`src/sv/mvm_ram.sv`:
```
module mvm_ram #(
  parameter int DEPTH = 16,
  parameter int WIDTH = 16,
  parameter int AW    = (DEPTH > 1) ? $clog2(DEPTH) : 1
) (
  input  logic             clk,
  input  logic             we,
  input  logic [AW-1:0]    waddr,
  input  logic [WIDTH-1:0] wdata,
  input  logic             re,
  input  logic [AW-1:0]    raddr,
  output logic [WIDTH-1:0] rdata
);

  logic [WIDTH-1:0] mem [DEPTH];

  always_ff @(posedge clk) begin
    if (we) begin
      mem[waddr] <= wdata;
    end
  end

  // Read data holds while re is low, so a frozen pipeline keeps its operand.
  always_ff @(posedge clk) begin
    if (re) begin
      rdata <= mem[raddr];
    end
  end

endmodule

```
`config.mk`:
```
export PLATFORM = sky130hd
export DESIGN_NAME = mvm_ram
export DESIGN_NICKNAME = d
export VERILOG_FILES = /design/src/sv/mvm_ram.sv
export SDC_FILE = /design/constraint.sdc
export NUM_CORES = 1
export LEC_CHECK = 0
export BUFFER_PORTS_ARGS = -buffer_cell sky130_fd_sc_hd__buf_2
export CAP_MARGIN = 15
export CORE_MARGIN = 2
export CORE_UTILIZATION = 59
export CTS_CLUSTER_DIAMETER = 50
export CTS_CLUSTER_SIZE = 8
export DETAILED_ROUTE_END_ITERATION = 10
export PLACE_DENSITY = 0.82
export SYNTH_ARGS = -nofsm -noshare
export SYNTH_HDL_FRONTEND = slang
export SYNTH_SLANG_ARGS = --single-unit
```
`constraint.sdc`:
```
create_clock -name clk -period 7.25 [get_ports clk]
set_input_delay 1.45 -clock clk [delete_from_list [all_inputs] [get_ports clk]]
set_output_delay 1.45 -clock clk [all_outputs]
set_load 0.02 [all_outputs]
```
==> run_results.csv <==
group,metric,value,unit
cells_and_area,regArea,0.00817,mm²
cts,post_cts.resized_instances,0,
synthesis,synthMostInstantiatedCell,"edfxtp_1",
routing,detail_route.vias_per_cell,6.63,
cells_and_area,diodes,0,
floorplanning,chipHeight,136,µm
critical_path,end_kind,"flop",
power,power_per_cell_area,296,mW/mm²
grt,grt_antenna_before_repair,0,
floorplanning,floorplan.rows,48,
synthesis,ys_ff_latch,272,
placement,dpl_cell_area,0.0108,mm²
sta,final_setup_skew,0.00724,ns
grt,grt_util_all_layers,0.256,
sta,achievable_clock_frequency,0.302,GHz
synthesis,syn_area,0.0102,mm²
cts,worst_path_clk_slew,0.05,ns
power,fin_total_pwr,3.50,mW
sta,tightest_slew,1.04,ns
grt,largest_net_degree_at_the_start_of_global_routing,65,
hold_path,hold_path_class,"flop to flop",
job,maximum_capacitance_violations,0,
sta,hold_viol_final,0,
routing,dr.pass1.iters,7,
cts,cts.sinks,272,
synthesis,synth.top_cell.area_share,0.800,
critical_path,startpoint_type,"input port",
synthesis,postSynthNetCount,459,
cts,htreeDepth,2,
critical_path,critical_path.max_fanout,38,
sta,fin_crit_sh,0.456,
sta,timing.setup.tns,0,ns
synthesis,synth-warning-count,0,
synthesis,dominantRegCellSynth,"edfxtp_1",
routing,antenna_left,0,
routing,drt_first_iter_violations,568,
routing,detail_route.drc_violations,0,
synthesis,synth.cells.most_frequent,"edfxtp_1 (272), mux4_2 (54), a22oi_1 (32), nand2_1 (17), nor2_1 (13)",
power,total_leakage_power,3.88,nW
routing,detail_route.wl_per_cell,29.8,µm
grt,first_global_vias,5112,
cts,postCtsSetupRepairBufs,0,
sta,report.final.slew_viol_count,0,
synthesis,seq_area_frac_synth,0.800,
synthesis,synth_async_sr_flop_share,0,
cts,clock_path_buffers,3,
routing,dr_total_vias,4909,
sta,final_period_minus_worst_setup_slack,3.31,ns
floorplanning,number_of_top_level_pins,43,
cts,cts_buffers,39,
cells_and_area,area_growth_syn_to_layout,15.8,%
synthesis,synthTopCellsByArea,"edfxtp_1 (80%), mux4_2 (12%), mux4_1 (2.6%)",
cells_and_area,layout-drive-gt1-share,0.340,
cts,clk_latency,0.50,ns
critical_path,setup.worst_path.class,"input port to flop",
power,peakVddDrop,193,µV
run_status,outcome,"complete, no violations",
cells_and_area,layout.filler_cells,992,
routing,total_wirelength_of_the_detailed_routed_design,22000,µm
cts,ctsRootBufferMaster,"clkbuf_16",
critical_path,cp_data_required_time,7.49,ns
critical_path,worst_ep_arrival_time,3.55,ns
sta,slew-limit-headroom,0.307,
placement,gp_congestion,0.698,
placement,hpwlAfterDp,10900,µm
grt,first_pass_grt_wire_length,32500,µm
placement,numPortBuffers,42,
floorplanning,floorplan.die_area,0.0184,mm²
synthesis,post_synth_inst_count,432,
cells_and_area,layout.cell_area.non_filler,0.0118,mm²
sta,timing.final.setup_violations,0,
synthesis,synth.lib_cells_used.distinct,18,
cells_and_area,design.final.nets,542,
synthesis,synth_area_leader_cell,"edfxtp_1",
floorplanning,chipWidth,136,µm
floorplanning,start_util,0.596,
floorplanning,fp.coreArea,0.0171,mm²
grt,overflow,0,
cts,hold_buffers,0,
synthesis,synth.avg_cell_area,23.6,µm²
cells_and_area,multi_input_comb_area,0.00196,mm²
synthesis,synth-edff-count,272,
sta,unrepaired_setup_endpoints_after_global_routing,"false",
cts,cts_tree,"done",
## state kept, by name (all words and copies together) (netlist names)
signal  count
mem       256
rdata      16
## critical path, stage by stage
cell and delay (ns):
buf_4 0.42, buf_4 0.68, mux4_1 0.65, a22oi_1 0.22, nand2_1 0.09
## cell usage in the layout (no fill, tap or decap)
cell type | synthesis | final
buf_8 | 0 | 1
a22oi_1 | 32 | 32
nor2_1 | 13 | 1
buf_4 | 3 | 20
mux4_2 | 54 | 54
nor2b_1 | 2 | 2
nand2b_1 | 2 | 2
nor2_2 | 0 | 12
clkbuf_16 | 0 | 41
and2_1 | 1 | 1
nor3_2 | 0 | 4
mux4_1 | 10 | 10
edfxtp_1 | 272 | 272
or3b_2 | 1 | 1
nand3b_1 | 2 | 2
buf_6 | 4 | 1
nand2_1 | 17 | 17
buf_2 | 3 | 41
nand3_1 | 1 | 1
## cells by family (layout without fill, tap and decap cells)
family	after synthesis	in the layout	synth area share
flops	272	272	0.800
mux	64	64	0.145
simple gates	43	43	0.0189
compound gates	32	32	0.0235
buf+inv	21	104	0.0121
## stage by stage
step	hold slack, ns	instances	worst slack (ns)	util
floorplan	0.710	432	3.74	-
global placement	0.724	697	3.43	0.629
detailed placement	0.732	697	3.40	0.629
CTS	0.745	738	3.89	0.689
global route	0.788	740	3.73	0.690
finish	0.745	740	3.94	0.690
## cell type report
type	count	area share
tap	225	0.0238
timing repair buffer	63	0.0323
sequential	272	0.691
multi-input combinational	139	0.166
clock buffer	41	0.0868
## where the power goes
part	switching, mW	leakage (nW)	total [mW]	internal [mW]
combinational	0.0981	0.903	0.160	0.0623
sequential	0.0105	2.47	1.79	1.78
clock	0.571	0.505	1.55	0.980
## final timing paths
kind / from / to / slack [ns] / cells past startpoint
setup / recovery: raddr[0] / rdata[3]$_DFFE_PP_ / 3.94 / 5
hold / removal: mem[6][14]$_DFFE_PP_ / rdata[14]$_DFFE_PP_ / 0.75 / 3
setup reg to reg: mem[11][5]$_DFFE_PP_ / rdata[5]$_DFFE_PP_ / 5.74 / 3
hold reg to reg: mem[6][14]$_DFFE_PP_ / rdata[14]$_DFFE_PP_ / 0.75 / 3
## metal layers
layer  global-route usage  routed length (µm)  up-vias
li1                     -                   -     2004
met1                0.372                8590     2605
met2                0.402               11000      263
met3               0.0550                1950       37
met4               0.0787                 488        0
met5                    0                   0        -
Note: power is estimated with default switching activity, not from simulation.
