File: config.mk
export PLATFORM = sky130hd
export DESIGN_NAME = mvm_mac
export DESIGN_NICKNAME = d
export VERILOG_FILES = /design/src/sv/mvm_pkg.sv /design/src/sv/mvm_mac.sv
export SDC_FILE = /design/constraint.sdc
export NUM_CORES = 1
export LEC_CHECK = 0
export BUFFER_PORTS_ARGS = -buffer_cell sky130_fd_sc_hd__buf_2
export CORE_MARGIN = 8
export CORE_UTILIZATION = 40
export DETAILED_ROUTE_END_ITERATION = 12
export PLACE_DENSITY_LB_ADDON = 0.2
export SYNTH_ARGS = -nofsm -noshare
export SYNTH_HDL_FRONTEND = slang
export SYNTH_SLANG_ARGS = --single-unit
File: constraint.sdc
create_clock -name clk -period 8.42 [get_ports clk]
set_input_delay 1.263 -clock clk [delete_from_list [all_inputs] [get_ports clk]]
set_output_delay 1.263 -clock clk [all_outputs]
set_load 0.01 [all_outputs]
File: src/sv/mvm_pkg.sv
package mvm_pkg;

  // Array size and element format.
  localparam int MAX_N    = 16;
  localparam int IDX_W    = (MAX_N > 1) ? $clog2(MAX_N) : 1;
  localparam int MADDR_W  = (MAX_N > 1) ? $clog2(MAX_N * MAX_N) : 1;
  localparam int ELEM_W   = 16;
  localparam int PROD_W   = 2 * ELEM_W;
  localparam int SUM_W    = 40;
  localparam int SIZE_W   = 5;
  localparam int SIZE_RST = 16;

  // Field widths of the words on the two channels.
  localparam int KIND_W    = 2;
  localparam int ROWF_W    = 4;
  localparam int COLF_W    = 4;
  localparam int VALUE_W   = 16;
  localparam int OUT_ROW_W = 4;

  typedef enum logic [KIND_W-1:0] {
    KIND_LOAD_MAT = 2'd0,
    KIND_LOAD_VEC = 2'd1,
    KIND_COMPUTE  = 2'd2
  } kind_t;

  typedef enum logic [1:0] {
    ST_IDLE,
    ST_RUN,
    ST_FLUSH
  } state_t;

  typedef struct packed {
    kind_t                      kind;
    logic [ROWF_W-1:0]          row_index;
    logic [COLF_W-1:0]          col_index;
    logic signed [VALUE_W-1:0]  value;
  } cmd_word_t;

  typedef struct packed {
    logic [OUT_ROW_W-1:0]       out_row;
    logic signed [SUM_W-1:0]    dot_sum;
    logic                       last;
  } res_word_t;

  // Control that travels with each element pair down the pipeline.
  typedef struct packed {
    logic             valid;
    logic [IDX_W-1:0] row;
    logic             first_col;
    logic             last_col;
    logic             last_row;
  } tag_t;

endpackage

File: src/sv/mvm_mac.sv
module mvm_mac
  import mvm_pkg::*;
(
  input  logic              clk,
  input  logic              rst,
  input  logic              adv,
  input  tag_t              tag,
  input  logic [ELEM_W-1:0] mat_q,
  input  logic [ELEM_W-1:0] vec_q,
  output logic              busy,
  output logic              fire,
  output res_word_t         word
);

  localparam logic signed [SUM_W-1:0] SUM_MAX = {1'b0, {(SUM_W-1){1'b1}}};
  localparam logic signed [SUM_W-1:0] SUM_MIN = {1'b1, {(SUM_W-1){1'b0}}};

  logic signed [PROD_W-1:0] prod;
  tag_t                     tag2;
  logic signed [SUM_W-1:0]  acc;
  logic signed [SUM_W:0]    base;
  logic signed [SUM_W:0]    sum_wide;
  logic signed [SUM_W-1:0]  sum_sat;

  // Stage one: the product, registered before the add.
  always_ff @(posedge clk) begin
    if (adv) begin
      prod <= $signed(mat_q) * $signed(vec_q);
    end
  end

  always_ff @(posedge clk) begin
    if (rst) begin
      tag2 <= '0;
    end else if (adv) begin
      tag2 <= tag;
    end
  end

  // Stage two: accumulate, restarting from zero at the first column of a row.
  always_comb begin
    base     = tag2.first_col ? '0 : (SUM_W+1)'(acc);
    sum_wide = base + (SUM_W+1)'(prod);
    if (sum_wide[SUM_W] != sum_wide[SUM_W-1]) begin
      sum_sat = sum_wide[SUM_W] ? SUM_MIN : SUM_MAX;
    end else begin
      sum_sat = sum_wide[SUM_W-1:0];
    end
  end

  always_ff @(posedge clk) begin
    if (adv && tag2.valid) begin
      acc <= sum_sat;
    end
  end

  assign busy         = tag2.valid;
  assign fire         = adv && tag2.valid && tag2.last_col;
  assign word.out_row = OUT_ROW_W'(tag2.row);
  assign word.dot_sum = sum_sat;
  assign word.last    = tag2.last_row;

endmodule

==> impl_results.rst <==
.. list-table::
   :header-rows: 1

   * - Metric
     - Value
   * - Outcome
     - finished, final reports clean
   * - Number of buffers inserted during clock tree synthesis
     - 9
   * - Post-route antenna net violation count
     - 0
   * - Critical Path AT
     - 7.43 ns
   * - HPWL after DPL
     - just under 30000 um
   * - Total inserted antenna cells
     - 0
   * - Pin count of the biggest net entering global routing
     - 42
   * - Width of the chip
     - 211.0 um
   * - Maximum number of buffers from clock root to sink
     - 2
   * - Top cells by area, synth
     - sky130_fd_sc_hd__fa_1 (35%), sky130_fd_sc_hd__edfxtp_1 (14%), sky130_fd_sc_hd__ha_1 (10%)
   * - Max_slew headroom
     - 0.3245
   * - First-pass DRT Iterations
     - 5
   * - Average wire per cell in the routed design
     - 16.79 um
   * - Number of instances resized during post-cts repair
     - 0
   * - Buf/Inv on CP
     - 6
   * - Count of buffers from port buffering
     - 89
   * - Final setup violation count
     - 0
   * - Period utilization
     - 0.8731
   * - Y dimension of the die
     - between 200 and 250 um
   * - Async SR Flop Fraction
     - 0
   * - Kind of cell with the highest combined delay on the critical path
     - adder cells
   * - Number of flops mapped to enable cells by yosys
     - 72
   * - Share of Yosys cell area claimed by the top area cell type
     - 0.3463
   * - Clock transition time at the flip-flop clock pins of the worst setup and hold paths
     - 0.06 ns
   * - TritonCTS clock tree
     - done
   * - DRC viols
     - 0
   * - Setup repair after global routing missed its margin
     - false
   * - Maximum Capacitance Violations
     - 0
   * - Total Neg Setup Slack
     - 0 ns
   * - Hold-fix buffer count after cts
     - 0
   * - Clock Root Buffer
     - sky130_fd_sc_hd__clkbuf_16
   * - Critical path, cell by cell
     - buf_2, nand2_1, fa_1, inv_1, fa_1, inv_1, fa_1, inv_1, fa_1, fa_1, inv_1, fa_1, inv_1, ha_1, nand2_1, nor2_1, a211oi_1, a21oi_1, o31ai_1, a211oi_1, a21o_1, o41ai_1, xnor2_1
   * - Worst Clk Skew
     - ~0.013 ns
   * - Launching element type of the critical path
     - input port
   * - H-tree Lvls
     - 3
   * - Crit end category
     - register
   * - Layout cell share with drive strength beyond 1
     - 0.08538
   * - Total Die Area
     - 44510 um2
   * - Number of nets in the layout
     - 2051
   * - Cell count after synthesis
     - 1583
   * - Mean post-synth cell area
     - approximately 9.6 um2
   * - Latest clock arrival within the worst-skew pair
     - 0.35 ns
   * - Placer's final routability congestion estimate
     - 0.8398
   * - Final hold violation count
     - 0
   * - Most prevalent standard cell on the critical path
     - sky130_fd_sc_hd__fa_1
   * - Worst EP required
     - ~8.5 ns
   * - Clock Sinks
     - 80
   * - All-Layer GR Usage
     - 0.1676
   * - Post-synthesis sequential area ratio
     - 0.1527
   * - Flip-flop cell with the highest count after synthesis
     - sky130_fd_sc_hd__edfxtp_1
   * - Number of primary I/O pins
     - 90
   * - Class of the tightest hold or removal check
     - reg2reg
   * - Number of buffers inserted to repair setup after CTS
     - 0
   * - Synthesis-to-layout area growth
     - 7.208%
   * - Yosys Warn Count
     - 0
   * - Detailed Route WL
     - 35900 um
   * - Global-route wire length before repair
     - between 60000 and 70000 um
   * - Number of unique standard cell types used by synthesis
     - 71
   * - Post-synthesis cell type with the largest combined area
     - sky130_fd_sc_hd__fa_1
   * - Number of storage elements in the synthesis netlist
     - 80
   * - Critical Setup Path Class
     - in2reg
   * - Number of global-route vias before repair
     - 11.58k
   * - Critical Path Slowest Stage Cell
     - sky130_fd_sc_hd__fa_1
   * - Max Transition Viols Final
     - 0
   * - Remaining global-route overflow
     - 0
   * - Initial DRC count
     - between 400 and 500
   * - Min Tclk post-route
     - 7.351 ns
   * - Count of vias placed by the detailed router
     - 10.60k
   * - Vias per cell
     - 4.956
   * - Area of the mapped netlist
     - approximately 15000 um2
   * - Floorplan Core Area
     - roughly 38000 um2
   * - Critical path's largest stage delay
     - 0.56 ns
   * - Fmax achieved
     - 136.0 MHz
   * - Actual slew at the worst max-slew pin
     - 1.013 ns
   * - Initial Util
     - 0.4046
   * - Row count
     - 71
   * - Number of antenna violations at the first check in global routing
     - 0
   * - Nets in the synthesized netlist
     - about 2.0k
   * - Max FO, Critical Path
     - 16
-- tightest hold or removal path, stage by stage, from the launching register on --
cell and delay [ns]:
sky130_fd_sc_hd__dfxtp_1 0.32, sky130_fd_sc_hd__mux2i_1 0.06, sky130_fd_sc_hd__nor2_1 0.07
-- sequential cells by signal (all words and copies together) (netlist names) --
| register | cells |
|---|---|
| word | 5 |
| prod | 32 |
| acc | 40 |
| busy | 1 |
| tag2 | 2 |
-- synth_stat cells, types with 14 or more instances --
library cell,n
sky130_fd_sc_hd__inv_1,289
sky130_fd_sc_hd__fa_1,263
sky130_fd_sc_hd__nand2_1,149
sky130_fd_sc_hd__and2_1,131
sky130_fd_sc_hd__ha_1,122
sky130_fd_sc_hd__a21oi_1,73
sky130_fd_sc_hd__edfxtp_1,72
sky130_fd_sc_hd__nor2_1,54
sky130_fd_sc_hd__xnor2_1,47
sky130_fd_sc_hd__nor2b_1,45
sky130_fd_sc_hd__clkbuf_1,41
sky130_fd_sc_hd__o21ai_0,36
sky130_fd_sc_hd__a21o_1,32
sky130_fd_sc_hd__xor2_1,22
sky130_fd_sc_hd__o21ai_2,17
sky130_fd_sc_hd__o21bai_1,14
-- layout by cell type, fill, tap and decap left out, types with 22 or more instances in the layout --
cell and instances:
sky130_fd_sc_hd__o21ai_0 36, sky130_fd_sc_hd__nor2b_1 45, sky130_fd_sc_hd__ha_1 122, sky130_fd_sc_hd__a21o_1 32
sky130_fd_sc_hd__nor2_1 54, sky130_fd_sc_hd__buf_2 89, sky130_fd_sc_hd__fa_1 263, sky130_fd_sc_hd__and2_1 130
sky130_fd_sc_hd__xnor2_1 47, sky130_fd_sc_hd__xor2_1 22, sky130_fd_sc_hd__a21oi_1 73, sky130_fd_sc_hd__edfxtp_1 72
sky130_fd_sc_hd__nand2_1 149, sky130_fd_sc_hd__inv_1 289
-- per-stage QoR --
step                instances  setup slack (ns)    util  hold slack [ns]  cell area (um2)
finish                   2139             1.069  0.4338           0.4906            16300
global route             2139            0.7943  0.4338           0.5161            16300
CTS                      2139             1.100  0.4338           0.4996            16300
detailed placement       2123            0.7414  0.4253           0.4840            15980
global placement         2123            0.9200  0.4253           0.4692            15980
floorplan                1583             1.454       -           0.4521            15200
-- layer usage --
metal  up-vias  global-route usage  part of all wire
met3        29             0.02240             0.040
li1       5107                   -                 -
met1      5260              0.2422              0.50
met2       204              0.2692              0.45
met4         0             0.02872             0.011
met5         -                   0                 0
-- kinds of logic (layout without fill, tap and decap cells) --
family	Yosys count	count (layout)	share of synthesized area
simple gates	444	444	0.1494
fa+ha+maj	388	388	0.4487
buf+inv	351	396	0.09266
compound gates	241	241	0.1091
flops	80	80	0.1527
xor+xnor	70	70	0.04156
mux	9	9	0.005925
-- path summary, 6_finish.rpt --
kind              startpoint  endpoint  slack [ns]  depth (start not counted)
hold reg to reg     word[44]  word[44]        0.49                          2
setup / recovery    mat_q[7]  prod[31]        1.07                         23
hold / removal      word[44]  word[44]        0.49                          2
setup reg to reg     tag2[2]   acc[11]        3.88                         12
-- area by class of cell --
class / instances / area, um2
fill: 3763 / 21280
inverter: 289 / 1085
tap: 511 / 639.4
timing repair buffer: 91 / 460.4
multi-input combinational: 1152 / 11470
clock inverter: 7 / 93.84
clock buffer: 9 / 225.2
sequential: 80 / 2322
Power is not shown: default switching activity piles up to over one toggle a cycle in this logic, so the estimate is an artifact.
